<file path="src/design/pvt_pkg.sv">
// Shared types, codes, tables and arithmetic helpers of the polygon vertex transform.
`default_nettype none
package pvt_pkg;

   // Store size default and field widths.
   localparam int MAX_POINTS_DEFAULT = 32;
   localparam int COORD_W = 16;
   localparam int INDEX_W = 5;
   localparam int ANGLE_W = 9;
   localparam int MODE_W  = 3;
   localparam int STAT_W  = 2;

   // Request modes.
   localparam logic [MODE_W-1:0] MODE_ADD       = 3'd0;
   localparam logic [MODE_W-1:0] MODE_CLOSE     = 3'd1;
   localparam logic [MODE_W-1:0] MODE_CLEAR     = 3'd2;
   localparam logic [MODE_W-1:0] MODE_TRANSLATE = 3'd3;
   localparam logic [MODE_W-1:0] MODE_ROTATE    = 3'd4;

   // Result status codes.
   localparam logic [STAT_W-1:0] STAT_OK      = 2'd0;
   localparam logic [STAT_W-1:0] STAT_REFUSED = 2'd1;
   localparam logic [STAT_W-1:0] STAT_EMPTY   = 2'd2;

   // Selects what the datapath loads into the result register.
   localparam logic [2:0] OUT_NONE   = 3'd0;
   localparam logic [2:0] OUT_ADD    = 3'd1;
   localparam logic [2:0] OUT_REFUSE = 3'd2;
   localparam logic [2:0] OUT_PLAIN  = 3'd3;
   localparam logic [2:0] OUT_EMPTY  = 3'd4;
   localparam logic [2:0] OUT_TRANS  = 3'd5;
   localparam logic [2:0] OUT_ROT    = 3'd6;

   // Commands from the controller to the datapath.
   typedef struct packed {
      logic       latch;
      logic       idx_clr;
      logic       idx_inc;
      logic       acc_clr;
      logic       acc_en;
      logic       trig_load;
      logic       div_start;
      logic       div_step;
      logic       sub_en;
      logic       mul_en;
      logic       do_close;
      logic       do_clear;
      logic [2:0] out_sel;
   } cmd_type;

   // Status from the datapath to the controller.
   typedef struct packed {
      logic [MODE_W-1:0] mode;
      logic              empty;
      logic              full;
      logic              closed;
      logic              last_idx;
      logic              div_done;
      logic              out_free;
   } stat_type;

   // Quarter-wave sine in Q1.14, one entry per degree.
   localparam logic [14:0] SIN_Q14 [91] = '{
      15'd0, 15'd286, 15'd572, 15'd857, 15'd1143, 15'd1428, 15'd1713, 15'd1997,
      15'd2280, 15'd2563, 15'd2845, 15'd3126, 15'd3406, 15'd3686, 15'd3964,
      15'd4240, 15'd4516, 15'd4790, 15'd5063, 15'd5334, 15'd5604, 15'd5872,
      15'd6138, 15'd6402, 15'd6664, 15'd6924, 15'd7182, 15'd7438, 15'd7692,
      15'd7943, 15'd8192, 15'd8438, 15'd8682, 15'd8923, 15'd9162, 15'd9397,
      15'd9630, 15'd9860, 15'd10087, 15'd10311, 15'd10531, 15'd10749, 15'd10963,
      15'd11174, 15'd11381, 15'd11585, 15'd11786, 15'd11982, 15'd12176,
      15'd12365, 15'd12551, 15'd12733, 15'd12911, 15'd13085, 15'd13255,
      15'd13421, 15'd13583, 15'd13741, 15'd13894, 15'd14044, 15'd14189,
      15'd14330, 15'd14466, 15'd14598, 15'd14726, 15'd14849, 15'd14968,
      15'd15082, 15'd15191, 15'd15296, 15'd15396, 15'd15491, 15'd15582,
      15'd15668, 15'd15749, 15'd15826, 15'd15897, 15'd15964, 15'd16026,
      15'd16083, 15'd16135, 15'd16182, 15'd16224, 15'd16262, 15'd16294,
      15'd16322, 15'd16344, 15'd16362, 15'd16374, 15'd16382, 15'd16384
   };

   // Sine of a whole-degree angle below 360, folded onto the quarter table.
   function automatic logic signed [15:0] sin_deg(input logic [ANGLE_W-1:0] a);
      logic [6:0]  ix;
      logic        neg;
      if (a <= 9'd90) begin
         ix = a[6:0]; neg = 1'b0;
      end else if (a <= 9'd180) begin
         ix = 7'(9'd180 - a); neg = 1'b0;
      end else if (a <= 9'd270) begin
         ix = 7'(a - 9'd180); neg = 1'b1;
      end else begin
         ix = 7'(9'd360 - a); neg = 1'b1;
      end
      if (neg) return -signed'({1'b0, SIN_Q14[ix]});
      return signed'({1'b0, SIN_Q14[ix]});
   endfunction

   // Saturate a wide signed value to a 16-bit coordinate.
   function automatic logic signed [15:0] sat16(input logic signed [33:0] v);
      if (v > 34'sd32767) return 16'sh7fff;
      if (v < -34'sd32768) return 16'sh8000;
      return v[15:0];
   endfunction

endpackage
`default_nettype wire

</file>
<file path="src/design/pvt_ctrl.sv">
// Controller state machine that sequences requests through the datapath.
`default_nettype none
module pvt_ctrl (
   input  wire               clock,
   input  wire               reset,
   input  wire               req_tvalid,
   output logic              req_tready,
   input  pvt_pkg::stat_type stat,
   output pvt_pkg::cmd_type  cmd
);

   localparam logic [3:0] S_IDLE      = 4'd0;
   localparam logic [3:0] S_DISPATCH  = 4'd1;
   localparam logic [3:0] S_EMIT      = 4'd2;
   localparam logic [3:0] S_TR_RD     = 4'd3;
   localparam logic [3:0] S_TR_WB     = 4'd4;
   localparam logic [3:0] S_TRIG      = 4'd5;
   localparam logic [3:0] S_SUM_RD    = 4'd6;
   localparam logic [3:0] S_SUM_ACC   = 4'd7;
   localparam logic [3:0] S_DIV_START = 4'd8;
   localparam logic [3:0] S_DIV       = 4'd9;
   localparam logic [3:0] S_ROT_RD    = 4'd10;
   localparam logic [3:0] S_ROT_SUB   = 4'd11;
   localparam logic [3:0] S_ROT_MUL   = 4'd12;
   localparam logic [3:0] S_ROT_WB    = 4'd13;

   logic [3:0] state_ff, state_in;

   assign req_tready = (state_ff == S_IDLE);

   // Next state and command decode.
   always_comb begin
      state_in = state_ff;
      cmd      = '0;
      case (state_ff)
         S_IDLE: begin
            if (req_tvalid) begin
               cmd.latch = 1'b1;
               state_in  = S_DISPATCH;
            end
         end
         S_DISPATCH: begin
            cmd.idx_clr = 1'b1;
            cmd.acc_clr = 1'b1;
            if (stat.mode == pvt_pkg::MODE_ADD || stat.mode == pvt_pkg::MODE_CLOSE ||
                stat.mode == pvt_pkg::MODE_CLEAR) begin
               state_in = S_EMIT;
            end else if (stat.mode == pvt_pkg::MODE_TRANSLATE ||
                         stat.mode == pvt_pkg::MODE_ROTATE) begin
               if (stat.empty) state_in = S_EMIT;
               else if (stat.mode == pvt_pkg::MODE_TRANSLATE) state_in = S_TR_RD;
               else state_in = S_TRIG;
            end else begin
               state_in = S_IDLE;
            end
         end
         S_EMIT: begin
            if (stat.out_free) begin
               state_in = S_IDLE;
               case (stat.mode)
                  pvt_pkg::MODE_ADD: begin
                     cmd.out_sel = (stat.full || stat.closed) ? pvt_pkg::OUT_REFUSE
                                                              : pvt_pkg::OUT_ADD;
                  end
                  pvt_pkg::MODE_CLOSE: begin
                     cmd.out_sel  = pvt_pkg::OUT_PLAIN;
                     cmd.do_close = 1'b1;
                  end
                  pvt_pkg::MODE_CLEAR: begin
                     cmd.out_sel  = pvt_pkg::OUT_PLAIN;
                     cmd.do_clear = 1'b1;
                  end
                  default: cmd.out_sel = pvt_pkg::OUT_EMPTY;
               endcase
            end
         end
         S_TR_RD: state_in = S_TR_WB;
         S_TR_WB: begin
            if (stat.out_free) begin
               cmd.out_sel = pvt_pkg::OUT_TRANS;
               if (stat.last_idx) begin
                  state_in = S_IDLE;
               end else begin
                  cmd.idx_inc = 1'b1;
                  state_in    = S_TR_RD;
               end
            end
         end
         S_TRIG: begin
            cmd.trig_load = 1'b1;
            state_in      = S_SUM_RD;
         end
         S_SUM_RD: state_in = S_SUM_ACC;
         S_SUM_ACC: begin
            cmd.acc_en = 1'b1;
            if (stat.last_idx) begin
               state_in = S_DIV_START;
            end else begin
               cmd.idx_inc = 1'b1;
               state_in    = S_SUM_RD;
            end
         end
         S_DIV_START: begin
            cmd.div_start = 1'b1;
            cmd.idx_clr   = 1'b1;
            state_in      = S_DIV;
         end
         S_DIV: begin
            if (stat.div_done) state_in = S_ROT_RD;
            else cmd.div_step = 1'b1;
         end
         S_ROT_RD: state_in = S_ROT_SUB;
         S_ROT_SUB: begin
            cmd.sub_en = 1'b1;
            state_in   = S_ROT_MUL;
         end
         S_ROT_MUL: begin
            cmd.mul_en = 1'b1;
            state_in   = S_ROT_WB;
         end
         S_ROT_WB: begin
            if (stat.out_free) begin
               cmd.out_sel = pvt_pkg::OUT_ROT;
               if (stat.last_idx) begin
                  state_in = S_IDLE;
               end else begin
                  cmd.idx_inc = 1'b1;
                  state_in    = S_ROT_RD;
               end
            end
         end
         default: state_in = S_IDLE;
      endcase
   end

   // State register.
   always_ff @(posedge clock) begin
      if (reset) state_ff <= S_IDLE;
      else state_ff <= state_in;
   end

endmodule
`default_nettype wire

</file>
<file path="config.mk">
export PLATFORM = sky130hd
export DESIGN_NAME = pvt_ctrl
export DESIGN_NICKNAME = d
export VERILOG_FILES = /design/src/design/pvt_pkg.sv /design/src/design/pvt_ctrl.sv
export SDC_FILE = /design/constraint.sdc
export NUM_CORES = 1
export LEC_CHECK = 0
export BUFFER_PORTS_ARGS = -buffer_cell sky130_fd_sc_hd__buf_2
export CAP_MARGIN = 10
export CORE_MARGIN = 5
export CORE_UTILIZATION = 40
export CTS_BUF_LIST = sky130_fd_sc_hd__clkbuf_2
export CTS_CLUSTER_DIAMETER = 100
export CTS_CLUSTER_SIZE = 10
export DETAILED_ROUTE_END_ITERATION = 10
export HOLD_SLACK_MARGIN = 0.12
export PLACE_DENSITY = 0.71
export SKIP_CTS_REPAIR_TIMING = 1
export SLEW_MARGIN = 10
export SYNTH_ARGS = -nofsm -noshare
export SYNTH_HDL_FRONTEND = slang
export SYNTH_SLANG_ARGS = --single-unit
export TNS_END_PERCENT = 1
</file>
<file path="constraint.sdc">
create_clock -name clock -period 3.8 [get_ports clock]
set_clock_uncertainty 0.15 [all_clocks]
set_input_delay 0.38 -clock clock [delete_from_list [all_inputs] [get_ports clock]]
set_output_delay 0.38 -clock clock [all_outputs]
set_load 0.005 [all_outputs]
</file>
## Word-level counts from Yosys, hierarchy flattened

Index checks and enable logic that the tools add are counted.

| storage, ports and cells | value |
|---|---|
| register bits after elaboration | 4 |
| output and inout bits | 16 |
| logic and storage cells | 69 |

| cells by class | value |
|---|---|
| reductions and logical operators | 10 |
| equal/unequal tests | 22 |
| muxes and demuxes | 36 |

Operator list:

| cell | number |
|---|---|
| case mux 4 bit (14 select lines) | 1 |
| two-way mux 4 bit | 8 |
| equality test 4 bit, second input constant | 6 |
| equality test 4 x 3 -> 1 bit, second input constant | 4 |
| two-way mux 1 bit | 15 |
| two-way mux 3 bit | 5 |
| inequality test 2 bit, second input constant | 5 |
| case mux 3 bit (3 select lines) | 1 |
| equality test 4 x 2 -> 1 bit, second input constant | 2 |
| equality test 3 x 2 -> 1 bit, second input constant | 2 |
| two-way mux 2 bit | 3 |
| case mux 3 bit (2 select lines) | 1 |
| OR reduction 2 bit | 3 |
| two-way mux 5 bit | 1 |
| AND reduction 5 bit | 1 |
| equality test 4 x 1 -> 1 bit, second input constant | 1 |
| logical NOT 4 bit | 1 |
| logical OR 1 bit | 4 |
| equality test 3 x 1 -> 1 bit, second input constant | 1 |
| equality test 3 bit, second input constant | 1 |
| logical NOT 3 bit | 1 |
| case mux 1 bit (2 select lines) | 1 |

## Depth between registers and ports, before layout

| depth | value |
|---|---|
| depth after elaboration | 6 |
| gate-level depth with buffers | 7 |
| gate-level depth less buffers | 5 |

## Least setup slack after synthesis

No wires, ideal clock.

| timing | value |
|---|---|
| path type | register to output |
| start point | register state_ff[0] |
| end point | output port cmd[14] (netlist bit) |
| stages on the path, launching flop included | 5 |
| path buffers | 2 |
| data arrival time | 1.139 ns |
| setup slack | 2.131 ns |
| path through | dfxtp_1 buf_2 buf_2 nor4_1 and2_1 |

RTL lines:

| what | line | text |
|---|---|---|
| start: declaration | pvt_ctrl.sv:27 | `logic [3:0] state_ff, state_in;` |
| start signal: assignment | pvt_ctrl.sv:139 | `else state_ff <= state_in;` |
| end: declaration | pvt_ctrl.sv:9 | `output pvt_pkg::cmd_type cmd` |

==> impl_metrics.ini <==
[synthesis]
async_flop_share = 0
syn_area_um2 = 613
yosysWarnings = 0
synthesis.instances = 89
synth_cell_types = 37
synth-edff-count = 0
synth-seq-area-share = 0.131
synth-main-ff-cell = dfxtp_1
synth.ff_latch_count = 4
syn_area_per_cell_um2 = 6.89
synthesis.nets = 101

[clocking]
path_clk_slew_ns = 0.05
cts_sinks = 4
clockBufferDepth = 2
htreeDepth = 1
cts_buffers = 3
cts-root-buf = clkbuf_2
cts_tree = built
insertion_delay_ns = 0.21

[floorplan]
die_h_um = 49.2
start_util = 0.417
ios = 28
dieWidth_um = 49.2
die-area_mm2 = 0.00242
num_rows = 14
core_area_mm2 = 0.00147

[placed_design]
hpwl_mm = 1.25
gp_congestion = 0.760
port_buffers = 27
pre_cts_ws_ns = 1.73
dpl_cell_area_um2 = 718

[global_route]
overflow = 0
grt_pass1_wl_mm = 2.94
grt_pass1_vias = 659
grt_util_all_layers = 0.148
grt_max_degree = 20
antenna_found_initial = 0

[worst_setup_path]
worstSetupPathType = flip-flop to output pin
crit_fanout = 18
cp.required_ns = 3.27
r2r-end = state_ff[0]
ff2ff_path_depth = 5
critPathLaunch = state_ff[0]
reg2reg_from = state_ff[3]
cp_slowest_stage_delay_ns = 0.71
cp.arrival_ns = 1.77
rrSetupSlack_ns = 1.83
worst_setup_path_end_kind = output pin
crit_slowest_cell = dfxtp_1
worstSetupStartpointType = flip-flop
path_cells = or4b_4 -> or2b_1 -> buf_2

[detailed_routing]
avgViaCountPerCell = 5.71
vias = 731
drtAntennaViolNets = 0
drc = 0
initialDrtViolationCount = 18
drt_wl_total_mm = 1.73
drt_first_pass_iters = 5
detail_route.wl_per_cell_um = 13.5

[job]
drv_cap = 0

[timing]
final.min_clock_period_ns = 2.30
setup_violations = 0
tightestPinTransition_ns = 0.670
period_share = 0.605
fin_setup_tns_ns = 0
fmax_mhz = 435
slew_headroom = 0.552
finalHoldViolCount = 0
setup_slack_ns = 1.50
rsz0062_at_grt = false
hold_ws_ns = 0.235
slew_violations = 0

[finish]
nNetsFinal = 126
final_cell_mix = buf_2, nor2_1, a21oi_1, nand2b_1, nand2_1
areaGrowthSynthToFinish_pct = 19.6
top_register = state_ff
stdcell_area_um2 = 733
reg_top3 = state_ff x4
final_util = 0.498
largest_reg_flops = 4
mostFrequentLayoutCell = buf_2
antennaDiodeCount = 0
drive_above_1_share = 0.313

[power]
intPower_uw = 102
peakVddDrop_mv = 0.118
p_comb_frac = 0.411
seqPwrFrac = 0.349
powerDensity_mw_per_mm2 = 225
clkPwrFrac = 0.240
switching_share = 0.384
leakage_nw = 0.333
p_sw_uw = 63.4

[run_status]
outcome = completed

[min_path]
min_path_cells = 2
hp-start = reset
holdPathEnd = state_ff[1]
hold_path.class = input port to flip-flop
## power groups by stage
stage | logic [mW] | registers (mW) | clock network [mW]
after floorplan | 0.0562 | 0.0462 | 0
after global placement | 0.0659 | 0.0575 | 0
after detailed placement | 0.0674 | 0.0580 | 0
after CTS | 0.0683 | 0.0571 | 0.0409
after global routing | 0.0764 | 0.0587 | 0.0451
final | 0.0678 | 0.0576 | 0.0396
## through the flow
step / instances / total power, mW
floorplan: 89 / 0.102
global placement: 125 / 0.123
detailed placement: 125 / 0.125
CTS: 128 / 0.166
global route: 128 / 0.180
finish: 128 / 0.165
## final cells by class
cell class                      count  area [um^2]
Multi-Input combinational cell     75          472
Sequential cell                     4         80.1
Clock buffer                        3         15.0
Inverter                            3         11.3
Timing Repair Buffer               27          135
Fill cell                         169          738
Tap cell                           16         20.0
## routing by layer
layer | part of all wire | global-route usage | up-vias
met5 | 0 | 0 | -
met4 | 0.0092 | 0.0628 | 0
met3 | 0.062 | 0.0306 | 2
met2 | 0.45 | 0.230 | 29
met1 | 0.48 | 0.195 | 329
li1 | - | - | 371
## worst max path at each step
stage | to | slack, ns
3_5_place_dp | cmd[13] | 1.73
2_1_floorplan | cmd[14] | 2.13
3_3_place_gp | cmd[13] | 1.75
6_report | cmd[13] | 1.50
4_1_cts | cmd[13] | 1.51
5_1_grt | cmd[3] | 1.28
## cells by family (layout without fill, tap and decap cells)
| family | after synthesis | in the layout | share of synthesized area |
|---|---|---|---|
| compound gates | 22 | 22 | 0.235 |
| mux | 1 | 1 | 0.0163 |
| simple gates | 50 | 50 | 0.490 |
| xor+xnor | 2 | 2 | 0.0286 |
| flops | 4 | 4 | 0.131 |
| buf+inv | 10 | 33 | 0.100 |
## worst max-delay path: cells and delay by family (launching register included)
family	cells	cell delay (ns)
and+or+nand+nor	2	0.75
DFF	1	0.71
buffers and inverters	1	0.10
## Yosys cell counts (3+ instances only)
| cell | instances | area (um^2) |
|---|---|---|
| dfxtp_1 | 4 | 80.1 |
| a21oi_1 | 7 | 35.0 |
| nor2_1 | 10 | 37.5 |
| nor3b_1 | 5 | 37.5 |
| buf_2 | 5 | 25.0 |
| and2_1 | 3 | 18.8 |
| nand2_1 | 6 | 22.5 |
| inv_1 | 3 | 11.3 |
| o21ai_0 | 3 | 15.0 |
| nand2b_1 | 7 | 43.8 |
| nor3_1 | 4 | 20.0 |
Power figures use the tool's default switching activity.
